===== src/hdl/pilru_pkg.sv =====
// Shared types and constants for the predictive-insertion LRU replacement block.
`timescale 1ns / 1ps
package pilru_pkg;

  localparam int OP_W   = 2;
  localparam int THR_W  = 9;
  localparam int LIM_W  = 7;
  localparam int CTR_W  = 8;
  localparam int CLS_W  = 2;

  // Operation codes
  localparam logic [OP_W-1:0] OP_VICTIM = 2'd0;
  localparam logic [OP_W-1:0] OP_HIT    = 2'd1;
  localparam logic [OP_W-1:0] OP_FILL   = 2'd2;
  localparam logic [OP_W-1:0] OP_NONE   = 2'd3;

  // Stored prediction codes
  localparam logic [1:0] PRED_MIDDLE = 2'd0;
  localparam logic [1:0] PRED_NEAR   = 2'd1;
  localparam logic [1:0] PRED_FAR    = 2'd2;

  // Output class codes
  localparam logic [CLS_W-1:0] CLS_FAR    = 2'd0;
  localparam logic [CLS_W-1:0] CLS_MIDDLE = 2'd1;
  localparam logic [CLS_W-1:0] CLS_NEAR   = 2'd2;

  // Configuration register indexes
  localparam logic REG_THRESHOLD = 1'b0;
  localparam logic REG_LIMIT     = 1'b1;

  typedef enum logic [2:0] {
    ST_CLEAR,
    ST_IDLE,
    ST_READ,
    ST_WRITE,
    ST_OUT
  } state_t;

  // Controller to datapath commands
  typedef struct packed {
    logic clear_en;   // sweep step of the post-reset clear pass
    logic capture;    // latch input word, issue reads
    logic compute;    // read data valid, compute and write back
  } ctrl_cmd_t;

  // Datapath to controller status
  typedef struct packed {
    logic clear_done;
  } dp_status_t;

endpackage


===== src/hdl/pilru_ctrl.sv =====
// Controller state machine: clear pass, then read / write per accepted word.
`timescale 1ns / 1ps
module pilru_ctrl (
  input  logic                   clk,
  input  logic                   rst,
  input  logic                   in_valid,
  output logic                   in_ready,
  output logic                   out_valid,
  input  logic                   out_ready,
  output pilru_pkg::ctrl_cmd_t   cmd,
  input  pilru_pkg::dp_status_t status
);
  import pilru_pkg::*;

  state_t state, state_next;

  // State register
  always_ff @(posedge clk) begin
    if (rst) begin
      state <= ST_CLEAR;
    end else begin
      state <= state_next;
    end
  end

  // Next state and commands
  always_comb begin
    state_next   = state;
    cmd          = '0;
    in_ready     = 1'b0;
    out_valid    = 1'b0;
    unique case (state)
      ST_CLEAR: begin
        cmd.clear_en = 1'b1;
        if (status.clear_done) state_next = ST_IDLE;
      end
      ST_IDLE: begin
        in_ready = 1'b1;
        if (in_valid) begin
          cmd.capture = 1'b1;
          state_next  = ST_READ;
        end
      end
      ST_READ: begin
        cmd.compute = 1'b1;
        state_next  = ST_OUT;
      end
      ST_OUT: begin
        out_valid = 1'b1;
        // Take the next word while the result is handed off
        in_ready  = out_ready;
        if (out_ready) begin
          if (in_valid) begin
            cmd.capture = 1'b1;
            state_next  = ST_READ;
          end else begin
            state_next = ST_IDLE;
          end
        end
      end
      default: state_next = ST_IDLE;
    endcase
  end

`ifndef NO_ASSERTIONS
  a_no_accept_clear: assert property (@(posedge clk) disable iff (rst)
    state == ST_CLEAR |-> !in_ready) else $error("accept during clear");
  a_compute_after_capture: assert property (@(posedge clk) disable iff (rst)
    cmd.compute |-> $past(cmd.capture)) else $error("compute without capture");
  a_out_after_compute: assert property (@(posedge clk) disable iff (rst)
    cmd.compute |=> out_valid) else $error("result missing");
`endif

endmodule


===== config.mk =====
export PLATFORM = sky130hd
export DESIGN_NAME = pilru_ctrl
export DESIGN_NICKNAME = d
export VERILOG_FILES = /design/src/hdl/pilru_pkg.sv /design/src/hdl/pilru_ctrl.sv
export SDC_FILE = /design/constraint.sdc
export NUM_CORES = 1
export LEC_CHECK = 0
export BUFFER_PORTS_ARGS = -buffer_cell sky130_fd_sc_hd__buf_2
export CAP_MARGIN = 0
export CORE_AREA = 10 10 47 49
export CTS_BUF_LIST = sky130_fd_sc_hd__clkbuf_4
export DETAILED_ROUTE_END_ITERATION = 12
export DIE_AREA = 0 0 57 59
export PLACE_DENSITY_LB_ADDON = 0.2
export SYNTH_ARGS = -nofsm -noshare
export SYNTH_HDL_FRONTEND = slang
export SYNTH_SLANG_ARGS = --single-unit

===== constraint.sdc =====
create_clock -name clk -period 1.3 [get_ports clk]
set_clock_uncertainty 0.1 [all_clocks]
set_input_delay 0.195 -clock clk [delete_from_list [all_inputs] [get_ports clk]]
set_output_delay 0.195 -clock clk [all_outputs]
set_load 0.05 [all_outputs]

# Word level (Yosys, flattened, before mapping)
# Cells that the tools add are included.
dict set report classes {
  reduce_logical 2
  eq_ne 6
  muxes 12
}
# operator n
set ops {}
lappend ops {{$pmux W3 S4} 1}
lappend ops {{$mux W3} 3}
lappend ops {{$ne A2 B2 Y1 const B} 3}
lappend ops {{$mux W1} 5}
lappend ops {{$pmux W1 S2} 2}
lappend ops {{$eq A3 B1 Y1 const B} 1}
lappend ops {{$eq A3 B2 Y1 const B} 1}
lappend ops {{$eq A3 B3 Y1 const B} 1}
lappend ops {{$logic_not A3 Y1} 1}
lappend ops {{$reduce_and A3 Y1} 1}
lappend ops {{$mux W2} 1}
dict set report totals {
  ff_bits 3
  input_bits 5
  word_cells 21
}

# Depth between registers and ports, before layout
dict set report depth {
  word_depth 3
  depth_mapped 4
  mapped_depth_nobuf 3
}

# Worst setup path after synthesis
# No wires, ideal clock.
dict set report synth_path {
  path_kind {reg2reg}
  from {register state[1]}
  to {register state[2]}
  arrival_ps 1856
  stages_incl_launch_ff 5
  path_buffers 1
  setup_time_ps 63
  synth_period_minus_slack_ps 2019
  required_ps 1137
  setup_slack_ps -719
  path_cell_list {dfxtp_1 -> buf_6 -> inv_1 -> nor3_1 -> o21ba_1}
}
dict set report synth_between {
  elab_chain_len 3
  word_cells_on_any_way 9
  cone_classes {6 x eq/ne; 1 x mux; 2 x reduce/logical}
}
# element line_no
set synth_lines {}
lappend synth_lines {{start, declared} pilru_ctrl.sv:15} ;# state_t state, state_next;
lappend synth_lines {{start signal, assigned} pilru_ctrl.sv:22} ;# state <= state_next;
lappend synth_lines {{$eq A3 B3 Y1 (tied with other cells)} pilru_ctrl.sv:32} ;# unique case (state)
lappend synth_lines {{$ne A2 B2 Y1 (no line)} n/a}
lappend synth_lines {{$reduce_and A3 Y1 (no line)} n/a}
# Parallel ways exist; a longest one is shown, timed or not.
# A chain may end at the register's enable or synchronous reset.

==> flow_metrics.env <==
export IMPL_ys_flop_type="dfxtp_1"
export IMPL_cp_slowest_stage_delay_ns=0.35
export IMPL_hold_violations=0
export IMPL_cp_start_kind="flop"
export IMPL_wire_per_inst_um=11.11
export IMPL_cts_hold_buf=0
export IMPL_synthCells=22
export IMPL_drive_gt1_frac=0.8049
export IMPL_start_util=0.1536
export IMPL_yosysWarnings=0
export IMPL_ys_seq_area_frac=0.2791
export IMPL_dieWidth_um=57
export IMPL_netSwitchingPower_uw=142.5
export IMPL_seqPwrFrac=0.231
export IMPL_place_area_um2=361.6
export IMPL_syn_avg_cell_area_um2=9.782
export IMPL_worst_slack_ns=-0.1829
export IMPL_track_usage=0.04485
export IMPL_cp_data_required_time_ns=1.00
export IMPL_async_flop_share=0
export IMPL_grt_pass1_wl_mm=1.173
export IMPL_min_period_ns=1.483
export IMPL_final_cell_area_um2=461.7
export IMPL_path_cells="nor2b_4, a21oi_4, nor3b_4, buf_6"
export IMPL_rsz0062_at_grt="true"
export IMPL_via_count=220
export IMPL_worstSetupStartpoint="state[2]$_SDFFE_PP0P_"
export IMPL_syn2layout_area_growth_pct=114.5
export IMPL_drc_errors=0
export IMPL_largest_register="state"
export IMPL_setup_worst_path_end="cmd[1]"
export IMPL_fmax_ghz=0.6744
export IMPL_antenna_found_initial=0
export IMPL_critical_path_class="reg -> out"
export IMPL_synth_area_leaders="dfxtp_1 (28%), nor4b_4 (11%), nor3_1 (9.3%)"
export IMPL_finalSetupViolations=5
export IMPL_top_regs="state (3)"
export IMPL_critPathMaxFanout=3
export IMPL_port_buffers=9
export IMPL_worst_ep_arrival_time_ns=1.19
export IMPL_intPower_uw=312.6
export IMPL_die_h_um=59
export IMPL_status="finished, violations left"
export IMPL_yosys_top_cells_count="nor3_1 (4), dfxtp_1 (3), nor2_1 (3)"
export IMPL_clk_pin_slew_ns=0.03
export IMPL_die_area_um2=3363
export IMPL_synth_distinct_cells=15
export IMPL_holdPathStages=2
export IMPL_hold_class="in -> reg"
export IMPL_reg2reg_to="state[0]$_SDFFE_PP0P_"
export IMPL_core_area_um2=1401
export IMPL_finalCritPeriodShare=1.141
export IMPL_grt_pass1_vias=262
export IMPL_slew_headroom=0.8422
export IMPL_yosys_register_bits=3
export IMPL_post_synth_top_count_cell="nor3_1"
export IMPL_maxCapViolCount=0
export IMPL_irDropWorstVdd_uv=387.1
export IMPL_drt_iter0_markers=1
export IMPL_clkPwrFrac=0.390
export IMPL_reg2reg_from="state[1]$_SDFFE_PP0P_"
export IMPL_slowest_stage="dfxtp_4"
export IMPL_hpwlAfterDp_um=556.7
export IMPL_hold_slack_ns=0.08778
export IMPL_largest_register_ffs=3
export IMPL_postSynthNetCount=27
export IMPL_synth_edff_count=0
export IMPL_synth_area_leader_cell="dfxtp_1"
export IMPL_fin_nets=47
export IMPL_worst_r2r_cell_count=4
export IMPL_n_antenna_cell=0
export IMPL_drtAntennaViolNets=0
export IMPL_vias_per_cell=3.860
export IMPL_p_per_area_nw_per_um2=985.7
export IMPL_cts_tree="yes"
export IMPL_cts_sinks=3
export IMPL_cts_max_path_buffers=2
export IMPL_rows=14
export IMPL_cts_buffers=3
export IMPL_switching_share=0.3131
export IMPL_clk_latency_ns=0.23
export IMPL_reg2reg_slack_ns=0.12
export IMPL_p_leak_uw=0.0002063
export IMPL_maxSlewViolCount=0
export IMPL_gp_congestion=0.7242
export IMPL_fin_setup_tns_ns=-0.5041
export IMPL_violations="negative setup slack"
export IMPL_drtPass1Iterations=3
export IMPL_wl_um=633
export IMPL_worst_pin_slew_ns=0.2353
export IMPL_grt_max_degree=6
export IMPL_endpoint_kind="primary output"
export IMPL_pwr_share_comb=0.379
export IMPL_cts_root_buf="clkbuf_4"
export IMPL_htreeDepth=1
export IMPL_synth_top_area_frac=0.2791
export IMPL_finish_utilization=0.3295
export IMPL_grt_overflow=0
export IMPL_power_uw=455.1
export IMPL_synth_cell_area_um2=215.2
export IMPL_pin_count=10
-- final cells by class --
class | count | area (um2)
flip-flops and latches | 3 | 68.82
multi-input cells | 17 | 198.9
clock buffers | 4 | 30.03
fillers | 150 | 939.7
repair buffers | 16 | 140.1
inverters | 1 | 3.754
well taps | 16 | 20.02
-- routing by layer --
metal	part of all wire	vias to the layer above	track usage
met5	0	-	0
met4	0	0	0.03020
met3	0.063	0	0.01931
met2	0.59	4	0.07597
met1	0.34	97	0.04368
li1	-	119	-
-- critical path, delay by kind of cell (launching register included) --
family | cells | cell delay [ns]
AO/OA/AOI/OAI | 1 | 0.08
buffers and inverters | 1 | 0.18
flip-flops | 1 | 0.35
AND/OR/NAND/NOR | 2 | 0.34
-- repair_timing --
item / 4_1_cts / 5_1_grt
setup endpoints to repair: 5 / 5
pin swaps: 4 / 1
setup buffers: 1 / 0
gates resized for setup: 16 / 1
-- per-stage QoR --
stage	instances	setup WS (ns)
after floorplan	22	-0.1432
after global placement	52	-0.04304
after detailed placement	52	-0.05038
after CTS	57	-0.2036
after global routing	57	-0.2654
final	57	-0.1829
-- worst min-delay path by stage --
| stage | slack [ns] | startpoint | to |
|---|---|---|---|
| floorplan | 0.16 | rst | state[0]$_SDFFE_PP0P_ |
| global placement | 0.33 | rst | state[1]$_SDFFE_PP0P_ |
| detailed placement | 0.33 | rst | state[0]$_SDFFE_PP0P_ |
| CTS | 0.09 | rst | state[1]$_SDFFE_PP0P_ |
| global route | 0.08 | rst | state[1]$_SDFFE_PP0P_ |
| finish | 0.09 | rst | state[1]$_SDFFE_PP0P_ |
-- power by group through the flow --
stage,combinational [uW],sequential (uW),clock (uW)
final,173,105,177
after global routing,184,106,199
after CTS,173,105,184
after detailed placement,143,105,0
after global placement,141,105,0
after floorplan,96.1,108,0
-- cell families after synthesis --
kind of cell           synth area share
AND/OR/NAND/NOR                  0.4477
buffers and inverters           0.06975
AO/OA/AOI/OAI                    0.2035
flip-flops                       0.2791
-- cell usage in the layout (no fill, tap or decap), types with 2 or more instances in the layout --
cell and count:
buf_6 6, buf_4 5, clkbuf_4 4, buf_2 4, nor3_4 2, nor2b_4 2
nor3_1 2, dfxtp_4 2
(Power assumes the default switching activity.)
